### src/sv/gprs_pkg.sv
package gprs_pkg;

	localparam int ERR_W = 16;
	localparam int MS_W = 16;
	localparam int HIST_DEPTH_DEF = 10;
	localparam int SWITCH_VOTES = 3;

	typedef enum logic [2:0] {
		CFG_RA_HYSTERESIS = 3'd0,
		CFG_RA_AGGRESSION = 3'd1,
		CFG_RA_MS_PER_PX  = 3'd2,
		CFG_DEC_MS_PER_PX = 3'd3,
		CFG_MAX_RA_MS     = 3'd4,
		CFG_MAX_DEC_MS    = 3'd5,
		CFG_MIN_MOTION    = 3'd6,
		CFG_DEC_MODE      = 3'd7
	} cfg_idx_t;

	typedef enum logic [1:0] {
		DEC_OFF    = 2'd0,
		DEC_BOTH   = 2'd1,
		DEC_N_ONLY = 2'd2,
		DEC_S_ONLY = 2'd3
	} dec_mode_t;

	localparam logic [8:0]  RST_RA_HYSTERESIS = 9'd26;
	localparam logic [9:0]  RST_RA_AGGRESSION = 10'd256;
	localparam logic [15:0] RST_RA_MS_PER_PX  = 16'd4096;
	localparam logic [15:0] RST_DEC_MS_PER_PX = 16'd4096;
	localparam logic [15:0] RST_MAX_RA_MS     = 16'd1000;
	localparam logic [15:0] RST_MAX_DEC_MS    = 16'd1000;
	localparam logic [14:0] RST_MIN_MOTION    = 15'd38;

	localparam logic signed [1:0] SIDE_NONE  = 2'sb00;
	localparam logic signed [1:0] SIDE_PLUS  = 2'sb01;
	localparam logic signed [1:0] SIDE_MINUS = 2'sb11;

	typedef struct packed {
		logic signed [ERR_W-1:0] filt;
		logic [ERR_W:0]          mag;
		logic [22:0]             raw;
	} ra_calc_t;

endpackage

### src/sv/gprs_frame_if.sv
interface gprs_frame_if;
	logic                                valid;
	logic                                ready;
	logic signed [gprs_pkg::ERR_W-1:0]   ra_error;
	logic signed [gprs_pkg::ERR_W-1:0]   dec_error;

	modport source(output valid, ra_error, dec_error, input ready);
	modport sink(input valid, ra_error, dec_error, output ready);
endinterface

### src/sv/gprs_pulse_if.sv
interface gprs_pulse_if;
	logic                          valid;
	logic                          ready;
	logic [gprs_pkg::MS_W-1:0]     ra_pulse_ms;
	logic                          ra_east;
	logic [gprs_pkg::MS_W-1:0]     dec_pulse_ms;
	logic                          dec_to_south;
	logic signed [1:0]             dec_side;

	modport source(output valid, ra_pulse_ms, ra_east, dec_pulse_ms, dec_to_south, dec_side,
		input ready);
	modport sink(input valid, ra_pulse_ms, ra_east, dec_pulse_ms, dec_to_south, dec_side,
		output ready);
endinterface

### src/sv/gprs_cell.sv
module gprs_cell (
	input  logic                              clk,
	input  logic                              arst_n,
	input  logic                              shift,
	input  logic signed [gprs_pkg::ERR_W-1:0] d,
	output logic signed [gprs_pkg::ERR_W-1:0] q
);

	always_ff @(posedge clk or negedge arst_n) begin
		if (!arst_n) begin
			q <= '0;
		end else if (shift) begin
			q <= d;
		end
	end

endmodule

### src/sv/gprs_ra.sv
module gprs_ra (
	input  logic                              clk,
	input  logic signed [gprs_pkg::ERR_W-1:0] ra,
	input  logic signed [gprs_pkg::ERR_W-1:0] last,
	input  logic [8:0]                        hyst,
	input  logic [15:0]                       ms_per_px,
	input  logic [9:0]                        aggr,
	output gprs_pkg::ra_calc_t                calc
);

	logic [8:0]                        keep;
	logic signed [25:0]                p_new_s1;
	logic signed [25:0]                p_old_s1;
	logic signed [26:0]                sum;
	logic signed [26:0]                sum_b;
	logic signed [gprs_pkg::ERR_W-1:0] filt_s2;
	logic [gprs_pkg::ERR_W:0]          mag_f;
	logic signed [gprs_pkg::ERR_W-1:0] filt_s3;
	logic [gprs_pkg::ERR_W:0]          mag_s3;
	logic [32:0]                       m1_s3;
	logic signed [gprs_pkg::ERR_W-1:0] filt_s4;
	logic [gprs_pkg::ERR_W:0]          mag_s4;
	logic [42:0]                       m2_s4;

	assign keep = 9'd256 - hyst;
	assign sum = 27'(p_new_s1) + 27'(p_old_s1);
	// bias negative sums so the shift truncates toward zero
	assign sum_b = sum + (sum[26] ? 27'sd255 : 27'sd0);
	assign mag_f = filt_s2[gprs_pkg::ERR_W-1] ?
		17'(~{filt_s2[gprs_pkg::ERR_W-1], filt_s2} + 17'd1) : {1'b0, filt_s2};

	always_ff @(posedge clk) begin
		p_new_s1 <= $signed({1'b0, keep}) * ra;
		p_old_s1 <= $signed({1'b0, hyst}) * last;
		filt_s2  <= 16'(sum_b >>> 8);
		filt_s3  <= filt_s2;
		mag_s3   <= mag_f;
		m1_s3    <= 33'(mag_f) * 33'(ms_per_px);
		filt_s4  <= filt_s3;
		mag_s4   <= mag_s3;
		m2_s4    <= 43'(m1_s3) * 43'(aggr);
	end

	assign calc.filt = filt_s4;
	assign calc.mag  = mag_s4;
	assign calc.raw  = m2_s4[42:20];

endmodule

### src/sv/guide_pulse_resist_switch_unit.sv
// Guide pulse unit: one frame item (RA and Dec error, Q8.8 pixels) yields one pulse item.
// Acceptance pushes the Dec error into the history chain unless Dec mode is off; a scan
// then rotates the chain once past the sign vote counter at its oldest cell, and a
// decision state loads the result register once it is free. The RA multiplier pipeline
// runs alongside the rotation. A new frame is taken in the cycle after the result is
// loaded, while that result may still wait for the sink. The history resets to zero in
// one step; no clearing pass is needed. The user must write configuration through
// cfg_we/cfg_index/cfg_data while the unit is idle; the unit does not enforce this.
module guide_pulse_resist_switch_unit #(
	parameter int HISTORY_DEPTH = gprs_pkg::HIST_DEPTH_DEF
) (
	input  logic                clk,
	input  logic                arst_n,
	gprs_frame_if.sink          frame,
	gprs_pulse_if.source        pulse,
	input  logic                cfg_we,
	input  logic [2:0]          cfg_index,
	input  logic [15:0]         cfg_data
);

	localparam int CNT_W = $clog2(HISTORY_DEPTH);
	localparam int VW = $clog2(HISTORY_DEPTH + 1) + 1;

	typedef enum logic [2:0] {
		ST_IDLE   = 3'b001,
		ST_SCAN   = 3'b010,
		ST_DECIDE = 3'b100
	} state_t;

	state_t                            state_q;
	logic [CNT_W-1:0]                  cnt_q;
	logic signed [VW-1:0]              vote_q;
	logic signed [1:0]                 side_q;
	logic signed [gprs_pkg::ERR_W-1:0] last_q;
	logic signed [gprs_pkg::ERR_W-1:0] ra_q;
	logic signed [gprs_pkg::ERR_W-1:0] dec_q;
	logic [32:0]                       dprod_s1;

	logic [8:0]                        hyst_q;
	logic [9:0]                        aggr_q;
	logic [15:0]                       ra_ms_q;
	logic [15:0]                       dec_ms_q;
	logic [15:0]                       max_ra_q;
	logic [15:0]                       max_dec_q;
	logic [14:0]                       min_motion_q;
	gprs_pkg::dec_mode_t               dec_mode_q;

	logic                              accept;
	logic                              push;
	logic                              shift;
	logic                              load;
	logic [8:0]                        hyst_sat;
	gprs_pkg::ra_calc_t                ra_calc;
	logic signed [gprs_pkg::ERR_W-1:0] hist [HISTORY_DEPTH];
	logic signed [gprs_pkg::ERR_W-1:0] hist_d [HISTORY_DEPTH];
	logic [gprs_pkg::ERR_W:0]          mag_head;
	logic signed [VW-1:0]              contrib;
	logic [gprs_pkg::ERR_W:0]          mag_dec;
	logic [gprs_pkg::ERR_W:0]          mm;
	logic signed [17:0]                old3;
	logic signed [17:0]                new3;
	logic [17:0]                       old3_mag;
	logic [17:0]                       new3_mag;
	logic [VW-1:0]                     vote_mag;
	logic signed [1:0]                 vote_sgn;
	logic signed [1:0]                 dec_sgn;
	logic [20:0]                       dec_raw;
	logic [15:0]                       ra_pulse;
	logic                              ra_east;
	logic [15:0]                       dec_pulse;
	logic                              dec_to_south;
	logic signed [1:0]                 side_n;
	logic                              allow;
	logic                              autom;

	assign frame.ready = (state_q == ST_IDLE);
	assign accept = frame.valid && frame.ready;
	assign push = accept && (dec_mode_q != gprs_pkg::DEC_OFF);
	assign shift = push || (state_q == ST_SCAN);
	assign load = (state_q == ST_DECIDE) && (!pulse.valid || pulse.ready);
	assign hyst_sat = (hyst_q > 9'd256) ? 9'd256 : hyst_q;

	// history chain: cell 0 oldest, new entries and rotation enter at the far end
	for (genvar i = 0; i < HISTORY_DEPTH; i++) begin : g_cell
		if (i == HISTORY_DEPTH - 1) begin : g_tail
			assign hist_d[i] = push ? frame.dec_error : hist[0];
		end else begin : g_body
			assign hist_d[i] = hist[i+1];
		end
		gprs_cell u_cell (
			.clk    (clk),
			.arst_n (arst_n),
			.shift  (shift),
			.d      (hist_d[i]),
			.q      (hist[i])
		);
	end

	gprs_ra u_ra (
		.clk       (clk),
		.ra        (ra_q),
		.last      (last_q),
		.hyst      (hyst_sat),
		.ms_per_px (ra_ms_q),
		.aggr      (aggr_q),
		.calc      (ra_calc)
	);

	assign mm = 17'(min_motion_q);
	assign mag_head = hist[0][gprs_pkg::ERR_W-1] ?
		17'(~{hist[0][gprs_pkg::ERR_W-1], hist[0]} + 17'd1) : {1'b0, hist[0]};
	assign contrib = (mag_head > mm) ?
		(hist[0][gprs_pkg::ERR_W-1] ? -VW'(1) : VW'(1)) : '0;
	assign mag_dec = dec_q[gprs_pkg::ERR_W-1] ?
		17'(~{dec_q[gprs_pkg::ERR_W-1], dec_q} + 17'd1) : {1'b0, dec_q};

	assign old3 = 18'(hist[0]) + 18'(hist[1]) + 18'(hist[2]);
	assign new3 = 18'(hist[HISTORY_DEPTH-1]) + 18'(hist[HISTORY_DEPTH-2]) +
		18'(hist[HISTORY_DEPTH-3]);
	assign old3_mag = old3[17] ? 18'(-old3) : 18'(old3);
	assign new3_mag = new3[17] ? 18'(-new3) : 18'(new3);
	assign vote_mag = vote_q[VW-1] ? VW'(-vote_q) : VW'(vote_q);
	assign vote_sgn = (vote_q == '0) ? gprs_pkg::SIDE_NONE :
		(vote_q[VW-1] ? gprs_pkg::SIDE_MINUS : gprs_pkg::SIDE_PLUS);
	assign dec_sgn = (dec_q == '0) ? gprs_pkg::SIDE_NONE :
		(dec_q[gprs_pkg::ERR_W-1] ? gprs_pkg::SIDE_MINUS : gprs_pkg::SIDE_PLUS);
	assign dec_raw = dprod_s1[32:12];

	always_comb begin
		ra_pulse = (ra_calc.raw > 23'(max_ra_q)) ? max_ra_q : ra_calc.raw[15:0];
		if (ra_calc.mag <= mm) begin
			ra_pulse = '0;
		end
		ra_east = (ra_pulse != '0) && !ra_calc.filt[gprs_pkg::ERR_W-1];
	end

	always_comb begin
		autom = (dec_mode_q == gprs_pkg::DEC_BOTH);
		allow = (mag_dec >= mm);
		side_n = side_q;
		dec_pulse = '0;
		if (autom && allow && (side_q != vote_sgn)) begin
			allow = 1'b0;
			if ((vote_mag >= VW'(gprs_pkg::SWITCH_VOTES)) && (old3_mag < new3_mag)) begin
				side_n = vote_sgn;
				allow = 1'b1;
			end
		end
		if (allow && autom && (side_n != dec_sgn)) begin
			allow = 1'b0;
		end
		if (allow && (mag_dec > mm)) begin
			dec_pulse = (dec_raw > 21'(max_dec_q)) ? max_dec_q : dec_raw[15:0];
			if (!dec_q[gprs_pkg::ERR_W-1]) begin
				if (!(dec_mode_q == gprs_pkg::DEC_BOTH || dec_mode_q == gprs_pkg::DEC_S_ONLY)) begin
					dec_pulse = '0;
				end
			end else begin
				if (!(dec_mode_q == gprs_pkg::DEC_BOTH || dec_mode_q == gprs_pkg::DEC_N_ONLY)) begin
					dec_pulse = '0;
				end
			end
		end
		if (dec_mode_q == gprs_pkg::DEC_OFF) begin
			side_n = side_q;
			dec_pulse = '0;
		end
		dec_to_south = (dec_pulse != '0) && !dec_q[gprs_pkg::ERR_W-1];
	end

	always_ff @(posedge clk or negedge arst_n) begin
		if (!arst_n) begin
			state_q <= ST_IDLE;
			cnt_q   <= '0;
			vote_q  <= '0;
			side_q  <= gprs_pkg::SIDE_NONE;
			last_q  <= '0;
		end else begin
			unique case (state_q)
				ST_IDLE: begin
					if (accept) begin
						state_q <= ST_SCAN;
						cnt_q   <= '0;
						vote_q  <= '0;
					end
				end
				ST_SCAN: begin
					vote_q <= vote_q + contrib;
					cnt_q  <= cnt_q + 1'b1;
					if (cnt_q == CNT_W'(HISTORY_DEPTH - 1)) begin
						state_q <= ST_DECIDE;
					end
				end
				ST_DECIDE: begin
					if (load) begin
						side_q  <= side_n;
						last_q  <= ra_calc.filt;
						state_q <= ST_IDLE;
					end
				end
				default: state_q <= ST_IDLE;
			endcase
		end
	end

	always_ff @(posedge clk) begin
		if (accept) begin
			ra_q  <= frame.ra_error;
			dec_q <= frame.dec_error;
		end
		dprod_s1 <= 33'(mag_dec) * 33'(dec_ms_q);
	end

	always_ff @(posedge clk or negedge arst_n) begin
		if (!arst_n) begin
			hyst_q       <= gprs_pkg::RST_RA_HYSTERESIS;
			aggr_q       <= gprs_pkg::RST_RA_AGGRESSION;
			ra_ms_q      <= gprs_pkg::RST_RA_MS_PER_PX;
			dec_ms_q     <= gprs_pkg::RST_DEC_MS_PER_PX;
			max_ra_q     <= gprs_pkg::RST_MAX_RA_MS;
			max_dec_q    <= gprs_pkg::RST_MAX_DEC_MS;
			min_motion_q <= gprs_pkg::RST_MIN_MOTION;
			dec_mode_q   <= gprs_pkg::DEC_BOTH;
		end else if (cfg_we) begin
			unique case (gprs_pkg::cfg_idx_t'(cfg_index))
				gprs_pkg::CFG_RA_HYSTERESIS: hyst_q       <= cfg_data[8:0];
				gprs_pkg::CFG_RA_AGGRESSION: aggr_q       <= cfg_data[9:0];
				gprs_pkg::CFG_RA_MS_PER_PX:  ra_ms_q      <= cfg_data;
				gprs_pkg::CFG_DEC_MS_PER_PX: dec_ms_q     <= cfg_data;
				gprs_pkg::CFG_MAX_RA_MS:     max_ra_q     <= cfg_data;
				gprs_pkg::CFG_MAX_DEC_MS:    max_dec_q    <= cfg_data;
				gprs_pkg::CFG_MIN_MOTION:    min_motion_q <= cfg_data[14:0];
				gprs_pkg::CFG_DEC_MODE:      dec_mode_q   <= gprs_pkg::dec_mode_t'(cfg_data[1:0]);
				default: ;
			endcase
		end
	end

	// result register: hold until taken
	always_ff @(posedge clk or negedge arst_n) begin
		if (!arst_n) begin
			pulse.valid <= 1'b0;
		end else if (load) begin
			pulse.valid <= 1'b1;
		end else if (pulse.ready) begin
			pulse.valid <= 1'b0;
		end
	end

	always_ff @(posedge clk) begin
		if (load) begin
			pulse.ra_pulse_ms  <= ra_pulse;
			pulse.ra_east      <= ra_east;
			pulse.dec_pulse_ms <= dec_pulse;
			pulse.dec_to_south <= dec_to_south;
			pulse.dec_side     <= side_n;
		end
	end

endmodule

### src/flat_wrapper.sv
// flat-port wrapper written by rule: the top's interface ports become plain ports
module guide_pulse_resist_switch_unit_flat 
#(
	parameter int HISTORY_DEPTH = gprs_pkg::HIST_DEPTH_DEF
)
  (clk, arst_n, cfg_we, cfg_index, cfg_data, frame_valid, frame_ra_error, frame_dec_error, frame_ready, pulse_valid, pulse_ra_pulse_ms, pulse_ra_east, pulse_dec_pulse_ms, pulse_dec_to_south, pulse_dec_side, pulse_ready);
  gprs_frame_if frame_i ();
  gprs_pulse_if pulse_i ();
  input  logic clk;
  input  logic arst_n;
  input  logic cfg_we;
  input  logic [2:0] cfg_index;
  input  logic [15:0] cfg_data;
  input wire logic [$bits(frame_i.valid)-1:0] frame_valid;
  input wire logic [$bits(frame_i.ra_error)-1:0] frame_ra_error;
  input wire logic [$bits(frame_i.dec_error)-1:0] frame_dec_error;
  output wire logic [$bits(frame_i.ready)-1:0] frame_ready;
  output wire logic [$bits(pulse_i.valid)-1:0] pulse_valid;
  output wire logic [$bits(pulse_i.ra_pulse_ms)-1:0] pulse_ra_pulse_ms;
  output wire logic [$bits(pulse_i.ra_east)-1:0] pulse_ra_east;
  output wire logic [$bits(pulse_i.dec_pulse_ms)-1:0] pulse_dec_pulse_ms;
  output wire logic [$bits(pulse_i.dec_to_south)-1:0] pulse_dec_to_south;
  output wire logic [$bits(pulse_i.dec_side)-1:0] pulse_dec_side;
  input wire logic [$bits(pulse_i.ready)-1:0] pulse_ready;
  assign frame_i.valid = frame_valid;
  assign frame_i.ra_error = frame_ra_error;
  assign frame_i.dec_error = frame_dec_error;
  assign frame_ready = frame_i.ready;
  assign pulse_valid = pulse_i.valid;
  assign pulse_ra_pulse_ms = pulse_i.ra_pulse_ms;
  assign pulse_ra_east = pulse_i.ra_east;
  assign pulse_dec_pulse_ms = pulse_i.dec_pulse_ms;
  assign pulse_dec_to_south = pulse_i.dec_to_south;
  assign pulse_dec_side = pulse_i.dec_side;
  assign pulse_i.ready = pulse_ready;
  guide_pulse_resist_switch_unit #(.HISTORY_DEPTH(HISTORY_DEPTH)) u_core (.clk(clk), .arst_n(arst_n), .frame(frame_i), .pulse(pulse_i), .cfg_we(cfg_we), .cfg_index(cfg_index), .cfg_data(cfg_data));
endmodule
### config.mk
export PLATFORM = sky130hd
export DESIGN_NAME = guide_pulse_resist_switch_unit_flat
export DESIGN_NICKNAME = d
export VERILOG_FILES = /design/src/sv/gprs_pkg.sv /design/src/sv/gprs_frame_if.sv /design/src/sv/gprs_pulse_if.sv /design/src/sv/gprs_cell.sv /design/src/sv/gprs_ra.sv /design/src/sv/guide_pulse_resist_switch_unit.sv /design/src/flat_wrapper.sv
export SDC_FILE = /design/constraint.sdc
export NUM_CORES = 2
export LEC_CHECK = 0
export BUFFER_PORTS_ARGS = -buffer_cell sky130_fd_sc_hd__buf_4
export CAP_MARGIN = 20
export CORE_MARGIN = 3
export CORE_UTILIZATION = 57
export CTS_BUF_LIST = sky130_fd_sc_hd__clkbuf_4
export CTS_CLUSTER_SIZE = 24
export DETAILED_ROUTE_END_ITERATION = 16
export GPL_TIMING_DRIVEN = 0
export PLACE_DENSITY = 0.81
export SYNTH_ARGS = -nofsm -noshare
export SYNTH_HDL_FRONTEND = slang
export SYNTH_SLANG_ARGS = --single-unit
### constraint.sdc
create_clock -name clk -period 8.3 [get_ports clk]
set_input_delay 1.245 -clock clk [delete_from_list [all_inputs] [get_ports clk]]
set_output_delay 1.245 -clock clk [all_outputs]
set_load 0.03 [all_outputs]
==> impl_metrics.toml <==
[status]
outcome = "completed"

[yosys]
ys_seq_area_frac = 0.217
synth_edf_count = 68
ys_async_sr_fraction = 0.512
synth.avg_cell_area_um2 = 9.40
syn_area_mm2 = 0.0624
synth_ff_type = "dfrtp_1"
synthCells = 6633
ys_seq_elements = 568
yosys_warnings = 0
yosysUniqueCellTypes = 81

[final_layout]
post-route-util = 0.632
area_growth_syn_to_layout_pct = 9.19
regArea_mm2 = 0.0135
drive_above_1_share = 0.0867
n_fill_cell = 8738
nets = 8515
multi_input_area_mm2 = 0.0445

[drt]
drtAntennaViolNets = 0
first_iter_violations = 3360
wl_um = 158000
avgRoutedWirePerCell_um = 18.6
vias = 47100
avgViaCountPerCell = 5.54
drt_pass1_iterations = 7
drc = 0

[clock_network]
tritoncts = "built"
path_clk_slew_ps = 70
insertion_delay_ps = 1100
h-tree-depth = 4
cts_buffer_depth = 3
clock-root-buffer = "clkbuf_4"
cts_hold_buf = 0
clkSinkCount = 568
cts_buffers = 161

[floorplanning]
die_area_mm2 = 0.113
chipWidth_um = 337
io_pins = 94
die_height_um = 337
num_rows = 120
initial_utilization = 0.578
core_mm2 = 0.108

[setup_path]
crit_fanout = 16
critical_path_class = "reg2reg"
r2r_setup_slack_ps = 210
worstReg2RegEnd = "u_core.dprod_s1[32]"
start_kind = "flop"
end_kind = "flop"
required_ps = 9250
startpoint = "u_core.dec_q[0]"
max_stage_delay_ps = 560
critical_path_arrival_ps = 9040
endpoint = "u_core.dprod_s1[32]"
r2r-start = "u_core.dec_q[0]"
reg2regPathDepth = 31
cp_slowest_cell = "fa_1"

[timing]
drv_slew = 0
layout_min_cycle_time_ps = 8090
skew_ps = 84.4
relSlewSlack = 0.364
finalHoldViolCount = 0
hold_ws_ps = 160
tns_ps = 0
setup_viol = 0
tightest_slew_ps = 950
fmax_ghz = 0.124
finalCritPeriodShare = 0.975

[global_route]
grt_overflow = 0
grt_max_degree = 83
antenna_found_initial = 10
track_usage = 0.286
grt_pass1_vias = 49900
grt_pass1_wl_um = 256000

[placed_design]
gp_congestion = 0.966
dp_hpwl_um = 125000
numPortBuffers = 90

[flow_run]
maxCapViolations = 0

[worst_hold_path]
hp-class = "in2async"
## logic make-up (layout without fill, tap and decap cells)
kind of cell             after synthesis  in the layout  synth area share
adder cells (fa/ha/maj)             1512           1512             0.417
AO/OA/AOI/OAI                        601            601            0.0614
multiplexers                         112            112            0.0198
flip-flops                           568            568             0.217
buffers and inverters               1334           1753            0.0805
other                                  2             42          0.000120
XOR/XNOR                             264            264            0.0371
AND/OR/NAND/NOR                     2240           2240             0.167
## layout make-up
type | count | area share
Clock buffer | 230 | 0.0254
Multi-Input combinational cell | 4762 | 0.653
Sequential cell | 568 | 0.199
Buffer | 255 | 0.0156
Tap cell | 1403 | 0.0258
Clock inverter | 69 | 0.00610
Timing Repair Buffer | 124 | 0.0153
Inverter | 1075 | 0.0593
Antenna cell | 9 | 0.000331
## state kept, by name, summed over array words and instances, names as in the netlist, 17 cells and up
| register | cells |
|---|---|
| u_core.dprod_s1 | 21 |
| u_core.u_ra.m2_s4 | 23 |
| u_core.u_ra.m1_s3 | 33 |
| u_core.u_ra.p_old_s1 | 26 |
| u_core.u_ra.mag_s3 | 17 |
| u_core.g_cell.u_cell.q | 160 |
| u_core.u_ra.p_new_s1 | 26 |
| u_core.u_ra.mag_s4 | 17 |
## critical path, delay by kind of cell, from the launching register on
family / cells / cell delay (ps)
compound gates: 8 / 1870
xor+xnor: 2 / 450
fa+ha+maj: 8 / 3550
buf+inv: 9 / 1140
flops: 1 / 410
simple gates: 4 / 510
## per-stage QoR
stage	std cells	setup WS, ps	cell area [um2]
3_3_place_gp	8157	-1090	64900
2_1_floorplan	6664	223	62500
5_1_grt	8490	-82.6	68100
4_1_cts	8468	3.24	67600
6_report	8495	212	68100
3_5_place_dp	8165	-1240	65100
## metal layers
| metal | up-vias | global-route usage | wire length (um) |
|---|---|---|---|
| met5 | - | 0 | 0 |
| met4 | 0 | 0.146 | 8450 |
| met3 | 492 | 0.0708 | 13000 |
| met2 | 1853 | 0.474 | 75500 |
| met1 | 23300 | 0.349 | 61300 |
| li1 | 21400 | - | - |
## synth_stat cells, types with 6 or more instances
master	count	area, um2
a211o_1	6	52.6
a211oi_1	14	105
a21boi_0	6	45.0
a21o_1	76	571
a21oi_1	184	921
a22oi_1	18	135
a31o_2	7	61.3
a31oi_1	22	138
and2_1	461	2880
and3_1	18	113
and4_1	10	87.6
buf_1	30	113
clkbuf_1	226	848
dfrtp_1	268	6710
dfstp_2	23	604
dfxtp_1	209	4180
edfxtp_1	68	2040
fa_1	940	18800
ha_1	572	7160
inv_1	1074	4030
mux2_2	90	1010
mux2i_1	22	220
nand2_1	1264	4740
nand2b_1	36	225
nand3_1	45	225
nand4_1	33	206
nor2_1	156	586
nor2_2	10	62.6
nor2b_1	66	413
nor3_1	50	250
nor3b_1	7	52.6
nor4_1	26	163
o21a_1	37	278
o21ai_0	118	591
o21bai_1	21	158
o31ai_1	20	150
o41ai_1	10	87.6
or3_1	24	150
or4_1	13	97.6
xnor2_1	200	1750
xor2_1	64	561
## worst min path at each step
stage / start / endpoint / slack, ps
2_1_floorplan: u_core.u_ra.filt_s3[10] / u_core.u_ra.filt_s4[10] / 310
3_3_place_gp: u_core.u_ra.filt_s3[13] / u_core.u_ra.filt_s4[13] / 310
3_5_place_dp: u_core.u_ra.mag_s3[11] / u_core.u_ra.mag_s4[11] / 310
4_1_cts: arst_n / u_core.max_dec_q[0] / 60
5_1_grt: arst_n / u_core.max_dec_q[0] / 130
6_report: arst_n / u_core.max_dec_q[0] / 160
## placed cells by master (no fill, tap or decap), types with 117 or more instances in the layout
cell type  Yosys  layout
fa_1         940     939
clkbuf_4       0     235
clkbuf_1     226     194
a21oi_1      184     180
inv_1       1074    1073
nor2_1       156     156
buf_4          0     117
dfrtp_1      268     268
and2_1       461     461
ha_1         572     569
nand2_1     1264    1263
xnor2_1      200     175
dfxtp_1      209     208
## what timing repair did
| action | in CTS | in global routing |
|---|---|---|
| setup endpoints to repair | 36 | 25 |
| gates resized for setup | 68 | 81 |
| cloned | 0 | 1 |
| pin swaps | 5 | 9 |
| buffers inserted | 7 | 18 |
Power is not shown: default switching activity piles up to over one toggle a cycle in this logic, so the estimate is an artifact.
